[config.mk]
export PLATFORM = sky130hd
export DESIGN_NAME = fsb_ram
export DESIGN_NICKNAME = d
export VERILOG_FILES = /design/src/fsb_ram.sv
export SDC_FILE = /design/constraint.sdc
export NUM_CORES = 1
export LEC_CHECK = 0
export BUFFER_PORTS_ARGS = -buffer_cell sky130_fd_sc_hd__buf_2
export CAP_MARGIN = 20
export CORE_MARGIN = 2
export CORE_UTILIZATION = 55
export CTS_CLUSTER_SIZE = 14
export DETAILED_ROUTE_END_ITERATION = 8
export HOLD_SLACK_MARGIN = 0.03
export PLACE_DENSITY = 0.77
export SYNTH_ARGS = -nofsm -noshare
export SYNTH_HDL_FRONTEND = slang
export SYNTH_SLANG_ARGS = --single-unit
[constraint.sdc]
create_clock -name clk -period 4.1 [get_ports clk]
set_input_delay 0.615 -clock clk [delete_from_list [all_inputs] [get_ports clk]]
set_output_delay 0.615 -clock clk [all_outputs]
set_load 0.005 [all_outputs]
[src/fsb_ram.sv]
// ----------------------------------------------------------------------------
// fsb_ram: generic single-port-write, single-port-read RAM
// One write and one registered read per cycle; contents undefined at reset.
// ----------------------------------------------------------------------------
module fsb_ram #(
  parameter int WIDTH = 32,
  parameter int DEPTH = 16,
  localparam int AW   = $clog2(DEPTH)
) (
  input  logic             clk,
  input  logic             we,
  input  logic [AW-1:0]    waddr,
  input  logic [WIDTH-1:0] wdata,
  input  logic             re,
  input  logic [AW-1:0]    raddr,
  output logic [WIDTH-1:0] rdata
);

  logic [WIDTH-1:0] mem [DEPTH];
  logic [WIDTH-1:0] rdata_r;

  always_ff @(posedge clk) begin
    if (we) begin
      mem[waddr] <= wdata;
    end
    if (re) begin
      rdata_r <= mem[raddr];
    end
  end

  assign rdata = rdata_r;

endmodule

Yosys cells after proc, flatten, opt, wreduce, memory -nomap -nowiden

Memories as Yosys holds them, arrays and structs flattened. A register that Yosys moved wholly into a read port is not among the register bits.
Cells that the tools add are included.

Memories: 1
Flip-flop bits (word level): 0
Input port bits: 43
Memory bits (writable): 512
Output and inout port bits: 32
Word-level logic and storage cells: 3

Multiplexer cells: 2

Memories:

| name | words | bits a word | rd ports | clocked after memory_dff | wr ports | line | RTL |
|---|---|---|---|---|---|---|---|
| mem  | 16    | 32          | 1        | 1                        | 1        | 19   | `logic [WIDTH-1:0] mem [DEPTH];` |

Operators with widths:

| kind   | count |
|---|---|
| $mux 1 | 2 |

Longest topological paths before layout

Depth after elaboration: 2
Gate-level depth with buffers: 5
Mapped depth without buffers: 3

Worst setup path after synthesis

No wires, ideal clock.

Kind: input -> register
Start: in waddr[2]
End: mem mem[0][0] (enable)
Arrival time: 3.333 ns
Library setup time: 0.461 ns
Required time: 3.639 ns
Stages on the path: 2
Path slack: 0.305 ns
Buffers on the path: 0
Cell sequence: or3b_2 -> nor3_1

RTL lines:

| what        | line | RTL |
|---|---|---|
| from (decl) | 12   | `input logic [AW-1:0] waddr,` |
| to (decl)   | 19   |  |

No word-level cell before the write port.

Final worst setup path

Start: in waddr[2]
End: mem mem[1][4] (enable)

No word-level cell before the write port.

==> results.json <==
{
  "run_status": "complete, no violations",
  "area_delta_synth_final_pct": 13.8,
  "path_cells": "buf_2, or3b_2, nor2_4, buf_4",
  "maxSlewHeadroom": 0.225,
  "yosysSeqAreaShare": 0.810,
  "crit_required_ns": 4.37,
  "criticalPathCategory": "in2reg",
  "grt_overflow_total": 0,
  "layout_common_cells": "edfxtp_1, mux4_2, buf_2",
  "avgSynthCellArea_um2": 24.1,
  "drc": 0,
  "holdBufCountCts": 0,
  "power_density_mw_per_mm2": 495,
  "hold_end": "mem[1][14]$_DFFE_PP_",
  "hold_depth": 1,
  "r2r-end": "rdata[15]$_DFFE_PP_",
  "slowest_delay_ns": 0.73,
  "cts_tree": "yes",
  "layout_min_cycle_time_ns": 2.15,
  "io_pins": 75,
  "vias_per_cell": 6.31,
  "drv_cap": 0,
  "path_depth": 4,
  "htreeDepth": 2,
  "drive_gt1_frac": 0.320,
  "syn_area_mm2": 0.0202,
  "postCtsSetupBuffers": 0,
  "drt_first_pass_iters": 5,
  "arrival_ns": 2.42,
  "clk_latency_ns": 0.58,
  "synth_seq_cells": 544,
  "syn-num-nets": 881,
  "tns_ns": 0,
  "clock-root-buffer": "clkbuf_16",
  "cts_buffer_depth": 3,
  "fp.dieArea_mm2": 0.0382,
  "timing.critical_path.fanout_max": 24,
  "fin_crit_sh": 0.525,
  "worstHoldStart": "wdata[14]",
  "slew_violations": 0,
  "cpMaxStageDelayCell": "nor2_4",
  "worstReg2RegStart": "mem[8][15]$_DFFE_PP_",
  "end_kind": "register",
  "cts_made_buffers": 51,
  "clk_pin_slew_worst_paths_ns": 0.06,
  "r2r_setup_slack_ns": 2.58,
  "die_y_um": 196,
  "core_area_mm2": 0.0363,
  "layout_commonest_cell": "edfxtp_1",
  "hold_class": "in2reg",
  "clock_skew_ns": 0.0205,
  "rsz0062_at_grt": "false",
  "num-fill-cells": 2274,
  "hold_viol": 0,
  "globalplace.congestion": 0.725,
  "seq_area_mm2": 0.0163,
  "numPortBuffers": 74,
  "grt_antenna_before_repair": 2,
  "leakagePower_nw": 7.33,
  "worst-path-buf-inv": 2,
  "initial_core_util": 0.555,
  "die_x_um": 196,
  "drtIter0Drc": 1148,
  "fp-row-count": 70,
  "vdd_ir_drop_max_uv": 322,
  "grt_pass1_wl_um": 63500,
  "grtUsageTotal": 0.230,
  "synth_cell_types": 17,
  "setup_viol": 0,
  "cp-start-kind": "input port",
  "timing.fmax_ghz": 0.465,
  "ant_nets": 0,
  "synthCells": 838,
  "yosysWarnings": 0,
  "grt_pass1_vias": 9766,
  "clock_sinks": 544,
  "worst_pin_slew_ns": 1.16,
  "critPathTopFamily": "simple AND/OR/NAND/NOR gates",
  "vias": 9235,
  "dpl.hpwl_um": 22300,
  "wirelength_um": 42400,
  "post_drt_wl_per_cell_um": 29.0,
  "r2r_cells": 3,
  "final_nets": 997,
  "cts_resized": 0,
  "fin_hold_ws_ns": 0.412,
  "grt_start_max_net_pins": 50,
  "multi_input_area_mm2": 0.00375
}
kinds of logic after synthesis:
kind of cell	synth area share
AOI/OAI and AO/OA	0.0238
DFF	0.810
buffers and inverters	0.0110
muxes	0.143
and+or+nand+nor	0.0125
cells in the mapped netlist:
| cell | number | share of area |
|---|---|---|
| edfxtp_1 | 544 | 0.81 |
| mux4_2 | 128 | 0.14 |
| a22oi_1 | 64 | 0.024 |
| nand2_1 | 33 | 0.0061 |
| clkbuf_1 | 17 | 0.0032 |
| nor2_1 | 13 | 0.0024 |
| buf_4 | 11 | 0.0041 |
| buf_1 | 9 | 0.0017 |
| buf_2 | 4 | 0.00099 |
| nor3_1 | 4 | 0.00099 |
| buf_6 | 2 | 0.0011 |
| nand2b_1 | 2 | 0.00062 |
| nand3b_1 | 2 | 0.00074 |
| nor2b_1 | 2 | 0.00062 |
| and2_1 | 1 | 0.00031 |
| nand3_1 | 1 | 0.00025 |
| or3b_2 | 1 | 0.00043 |
final cells by class:
class | instances | area share
clock buffer | 69 | 0.0595
sequential | 544 | 0.712
antenna | 2 | 0.000218
clock inverter | 24 | 0.00965
multi-input combinational | 251 | 0.163
timing repair buffer | 106 | 0.0304
tap | 468 | 0.0255
flip-flops by register name (all words and copies together) (netlist names):
signal,cells
rdata,32
mem,512
per-stage QoR:
step	std cells	utilization	worst slack [ns]	area [µm²]	total power, mW
final	1464	0.632	1.95	23000	11.4
after global routing	1464	0.632	1.85	23000	11.7
after CTS	1461	0.631	1.98	22900	11.4
after detailed placement	1368	0.587	1.38	21300	6.96
after global placement	1368	0.587	1.43	21300	6.93
after floorplan	838	-	0.305	20200	6.71
routing by layer:
metal  vias up  part of all wire  global-route usage
li1       3837                 -                   -
met1      4855              0.38               0.310
met2       468              0.51               0.387
met3        75             0.082              0.0390
met4         0             0.026              0.0780
met5         -                 0                   0
worst max path at each step:
stage / endpoint / startpoint / slack, ns
global route: rdata[23]$_DFFE_PP_ / raddr[0] / 1.85
CTS: rdata[23]$_DFFE_PP_ / raddr[0] / 1.98
finish: mem[1][4]$_DFFE_PP_ / waddr[2] / 1.95
global placement: mem[1][4]$_DFFE_PP_ / waddr[2] / 1.43
floorplan: mem[0][0]$_DFFE_PP_ / waddr[2] / 0.31
detailed placement: mem[1][30]$_DFFE_PP_ / waddr[2] / 1.38
where the power goes:
group          switching (mW)  internal (mW)  leakage, nW
registers              0.0387           6.27         4.94
clock network            1.93           2.58        0.765
logic                   0.318          0.220         1.62
worst reg2reg max path, cell delays in order (launching register included):
cell and delay (ns):
edfxtp_1 0.43, mux4_2 0.50, a22oi_1 0.22, nand2_1 0.11
Note: power is estimated with default switching activity, not from simulation.
