**config.mk**
```make
export PLATFORM = sky130hd
export DESIGN_NAME = fsb_cfg
export DESIGN_NICKNAME = d
export VERILOG_FILES = /design/src/fsb_pkg.sv /design/src/fsb_cfg.sv
export SDC_FILE = /design/constraint.sdc
export NUM_CORES = 1
export LEC_CHECK = 0
export BUFFER_PORTS_ARGS = -buffer_cell sky130_fd_sc_hd__buf_2
export CAP_MARGIN = 20
export CORE_ASPECT_RATIO = 1.1
export CORE_MARGIN = 5
export CORE_UTILIZATION = 37
export CTS_BUF_LIST = sky130_fd_sc_hd__clkbuf_16
export DETAILED_ROUTE_END_ITERATION = 10
export PLACE_DENSITY = 0.76
export REMOVE_ABC_BUFFERS = 1
export SLEW_MARGIN = 20
export SYNTH_ARGS = -nofsm -noshare
export SYNTH_HDL_FRONTEND = slang
export SYNTH_SLANG_ARGS = --single-unit
```
**constraint.sdc**
```tcl
create_clock -name clk -period 0.9 [get_ports clk]
set_input_delay 0.135 -clock clk [delete_from_list [all_inputs] [get_ports clk]]
set_output_delay 0.135 -clock clk [all_outputs]
set_load 0.1 [all_outputs]
```
**src/fsb_pkg.sv**
```systemverilog
// ----------------------------------------------------------------------------
// fsb_pkg: shared types and constants of the framebuffer sprite blitter
// Command codes, register indexes, sequencer states and the config struct.
// ----------------------------------------------------------------------------
package fsb_pkg;

  localparam int FSB_MAX_FB_WIDTH   = 256;
  localparam int FSB_MAX_FB_HEIGHT  = 256;
  localparam int FSB_MAX_SPRITE_DIM = 16;

  // mask rows are 16 bits wide, so no sprite is wider than this
  localparam int FSB_MASK_W = 16;

  localparam int FSB_CFG_ADDR_W = 3;

  localparam logic [8:0] FSB_WIDTH_RST  = 9'd224;
  localparam logic [8:0] FSB_HEIGHT_RST = 9'd256;

  typedef enum logic [1:0] {
    CMD_CLEAR = 2'd0,
    CMD_LOAD  = 2'd1,
    CMD_DRAW  = 2'd2,
    CMD_READ  = 2'd3
  } fsb_cmd_t;

  typedef enum logic {
    REG_ACTIVE_WIDTH  = 1'b0,
    REG_ACTIVE_HEIGHT = 1'b1
  } fsb_reg_t;

  typedef enum logic [2:0] {
    S_IDLE,
    S_CLR_MUL,
    S_CLR_RUN,
    S_DRW_ROW,
    S_DRW_PIX,
    S_RD_MUL,
    S_RD_MEM,
    S_RD_DATA
  } fsb_state_t;

  typedef struct packed {
    logic [8:0] active_width;
    logic [8:0] active_height;
  } fsb_cfg_t;

endpackage

```
**src/fsb_cfg.sv**
```systemverilog
// ----------------------------------------------------------------------------
// fsb_cfg: configuration register file
// APB-style slave holding the active framebuffer width and height.
// ----------------------------------------------------------------------------
module fsb_cfg
  import fsb_pkg::*;
(
  input  logic                      clk,
  input  logic                      rst_n,
  input  logic                      psel,
  input  logic                      penable,
  input  logic                      pwrite,
  input  logic [FSB_CFG_ADDR_W-1:0] paddr,
  input  logic [31:0]               pwdata,
  output logic [31:0]               prdata,
  output logic                      pready,
  output fsb_cfg_t                  cfg
);

  logic [8:0] width_r;
  logic [8:0] height_r;
  logic       wr_en;
  fsb_reg_t   reg_sel;

  assign pready  = 1'b1;
  assign wr_en   = psel && penable && pwrite;
  assign reg_sel = fsb_reg_t'(paddr[2]);

  always_ff @(posedge clk) begin
    if (!rst_n) begin
      width_r  <= FSB_WIDTH_RST;
      height_r <= FSB_HEIGHT_RST;
    end else if (wr_en) begin
      case (reg_sel)
        REG_ACTIVE_WIDTH:  width_r  <= pwdata[8:0];
        REG_ACTIVE_HEIGHT: height_r <= pwdata[8:0];
        default: ;
      endcase
    end
  end

  always_comb begin
    case (reg_sel)
      REG_ACTIVE_WIDTH:  prdata = {23'd0, width_r};
      REG_ACTIVE_HEIGHT: prdata = {23'd0, height_r};
      default:           prdata = 32'd0;
    endcase
  end

  assign cfg.active_width  = width_r;
  assign cfg.active_height = height_r;

endmodule

```
---- Yosys cells after proc, flatten, opt, wreduce, memory -nomap -nowiden ----
Index checks and enable logic that the tools add are counted.
word-level totals
  register bits after elaboration ......... 18
  bits of input ports ..................... 40
  output and inout bits ................... 51
  word-level logic and storage cells ...... 8
cells by class
  multiplexer cells ....................... 1
  bitwise logic cells ..................... 1
  reduce and logical (&&, ||, !) cells .... 4
operator list
  operator                                count
  32-bit one-hot mux with 2 select lines  1
  2-bit AND reduction                     2
  1-bit logical AND                       2
  1-bit NOT                               1

---- Depth between registers and ports, before layout ----
  depth after elaboration ................. 3
  mapped depth ............................ 3
  mapped depth without buffers ............ 2

---- Worst setup path before layout ----
OpenSTA, ideal clock, no wires.
  path type ............................... reg-to-output
  from .................................... register height_r[8]
  to ...................................... output prdata[8]
  arrival time ............................ 1.604 ns
  required time ........................... 0.765 ns
  slack ................................... -0.839 ns
  cell stages (with the launch flop) ...... 2
  path buffers ............................ 0
  cell sequence ........................... dfxtp_1 > mux2_2
between the ends
  cells in the longest elaborated chain, start to end .. 1
RTL lines
  item                                    line           RTL
  start: declaration                      fsb_cfg.sv:21  logic [8:0] height_r;
  start signal: assignment                fsb_cfg.sv:36  REG_ACTIVE_HEIGHT: height_r <= pwdata[8:0];
  32-bit one-hot mux with 2 select lines  fsb_cfg.sv:43  case (reg_sel)
  end: declaration                        fsb_cfg.sv:15  output logic [31:0] prdata,
Every way passes these cells. The select of a mux whose other input is x is not followed.

---- Worst setup path after layout ----
  from .................................... register width_r[1]
  to ...................................... output prdata[1]
between the ends
  cells in the longest elaborated chain, start to end .. 1
RTL lines
  item                                    line           RTL
  start: declaration                      fsb_cfg.sv:20  logic [8:0] width_r;
  start signal: assignment                fsb_cfg.sv:35  REG_ACTIVE_WIDTH: width_r <= pwdata[8:0];
  32-bit one-hot mux with 2 select lines  fsb_cfg.sv:43
Every way passes these cells. The select of a mux whose other input is x is not followed.

==> key figures <==
Status
  – Status: finished, violations left
  – Failing checks: setup timing

Logic synthesis
  – Synthesized cell area: 0.00104 mm2
  – Seq/Total Area, Yosys: 0.347
  – Yosys top cell area share: 0.347
  – Cell count after synthesis: 112
  – Cell taking the most area after synthesis: dfxtp_1
  – Yosys warnings: 0
  – Yosys cell types: 14
  – Synth Register Bits: 18
  – Syn Area/Cell: 9.27 um2
  – Area contributors post-synth: dfxtp_1 (35%), buf_4 (19%), mux2i_1 (17%)

CTS
  – Total CTS buffers: 3
  – H-tree levels: 1
  – Clock Path Buffers: 2
  – TritonCTS clock tree: built
  – Worst-path clk slew: 0.05 ns
  – Clk_lat worst skew: 0.24 ns
  – Clock Tree Root: clkbuf_16
  – Hold Buf Count CTS: 0
  – Clk sinks: 18

STA
  – Hold slack: 0.141 ns
  – Max Transition Viols Final: 0
  – Final Worst Setup Slack: -0.255 ns
  – RSZ-0062 raised after global routing: true
  – Final hold violation count: 0
  – Post-route clock period utilization: 1.28
  – Worst Skew: 0 ns
  – # setup viols final: 27
  – Post-layout min period: 1.15 ns
  – Setup TNS: -3.63 ns
  – Fmax: 0.866 GHz

GRT
  – Initial antenna violation count: 0
  – Largest net degree at the start of global routing: 19
  – GRT overflow: 0
  – First-pass GRT wire length: 4260 um
  – Total GRT Usage: 0.142
  – Vias in the first global route: 941

Floorplan
  – IO Count: 91
  – Starting Density: 0.381
  – Die area: 0.00397 mm2
  – Die Ht: 65.6 um
  – CORE AREA: 0.00273 mm2
  – Die X: 60.5 um
  – Num rows: 20

Routing
  – Via count: 921
  – DR WL/cell: 13.1 um
  – DRC violations left: 0
  – Initial DRT Pass Iterations: 4
  – Vias per inst: 4.34
  – Final ANT Viol Nets: 0
  – Post-Route WL: 2780 um
  – Detailed Route Iter0 Violations: 17

Power and ir drop
  – VDD IR max: 1.29 mV
  – Cell Pwr Density: 1410 mW/mm2
  – Leakage: 0.939 nW
  – Switching Share: 0.402
  – Sequential power share: 0.295
  – Internal Power: 1.68 mW
  – Comb pwr share: 0.395
  – Sw Pwr: 1.13 mW
  – Clk network pwr share: 0.310
  – Final Power: 2.81 mW

Layout
  – Share of layout cells above drive strength 1: 0.587
  – Diode count: 0
  – Commonest non-fill, non-tap cells in the layout: buf_12 (28), conb_1 (24), nand2_1 (23)
  – Nets@finish: 221
  – Area occupied by multi-input gates: 584 um2
  – Area Growth Syn to Fin: 92.8%
  – Seq. cell area: 383 um2
  – FILL cells: 191
  – Most common cell after layout, fill and taps aside: buf_12

Critical path
  – Crit Path Max Fanout: 2
  – Worst setup SP type: register
  – CP endpoint kind: primary output
  – Crit path DAT: 1.02 ns
  – Critical Path RT: 0.76 ns
  – CP Class: register to primary output

Placed design
  – GPL Wtd Cong: 0.702
  – Buffers on Ports: 41
  – HPWL after DPL: 1980 um
  – Pre-CTS setup slack: -0.323 ns

Worst hold path
  – Hold crit path type: input pin to register

Run
  – MaxCap Viol Count: 0
worst max-delay path, cell delays in order (launching register included):
cell     delay, ns
dfxtp_2       0.32
mux2_4        0.28
buf_12        0.17
layer usage:
metal,up-vias,share of wire,GRT usage
li1,454,-,-
met1,434,0.37,0.160
met2,31,0.55,0.251
met3,2,0.068,0.0413
met4,0,0.0075,0.0434
met5,-,0,0
power groups by stage:
| stage | Combinational (mW) | Clock (mW) | Sequential (mW) |
|---|---|---|---|
| 6_report | 1.11 | 0.872 | 0.831 |
| 5_1_grt | 1.14 | 0.913 | 0.833 |
| 4_1_cts | 1.07 | 0.881 | 0.830 |
| 3_5_place_dp | 1.00 | 0 | 0.840 |
| 3_3_place_gp | 0.994 | 0 | 0.840 |
| 2_1_floorplan | 0.643 | 0 | 0.970 |
area by class of cell:
class,count,share of cell area
Clock buffer,3,0.0375
Tap cell,33,0.0206
Sequential cell,18,0.191
Timing Repair Buffer,72,0.459
Multi-Input combinational cell,86,0.292
cell families (layout without fill, tap and decap cells):
group / after synthesis / in the layout / share of synthesized area
simple gates: 35 / 35 / 0.164
buf+inv: 30 / 75 / 0.211
mux: 27 / 27 / 0.271
flops: 18 / 18 / 0.347
other cells: 2 / 24 / 0.00723
cell usage after synthesis:
cell type  count
and4_1         1
nand4b_1       1
dfxtp_1       18
and4b_1        1
mux2_2         9
buf_2          1
nand4_1        1
nor2b_1        8
buf_6          1
nand2_1       23
clkbuf_1       2
buf_4         26
conb_1         2
mux2i_1       18
path summary, 6_finish.rpt:
kind	end	from	slack [ns]	cells after the start
max reg2reg	width_r[7]	width_r[7]	0.04	4
max	prdata[1]	width_r[1]	-0.25	2
min	width_r[8]	pwdata[8]	0.14	3
min reg2reg	height_r[3]	height_r[3]	0.57	3
sequential cells by signal, summed over array words and instances (netlist names):
name      count
width_r       9
height_r      9
through the flow:
step	cells	util	area [um2]
after global placement	203	0.594	1620
after CTS	207	0.694	1890
after floorplan	104	-	902
final	212	0.734	2000
after detailed placement	203	0.594	1620
after global routing	212	0.734	2000
what timing repair did:
action,CTS,global route
buffers inserted,1,16
setup endpoints to repair,33,35
resized for setup,65,28
hold endpoints to repair,0,0
Note: power is estimated with default switching activity, not from simulation.
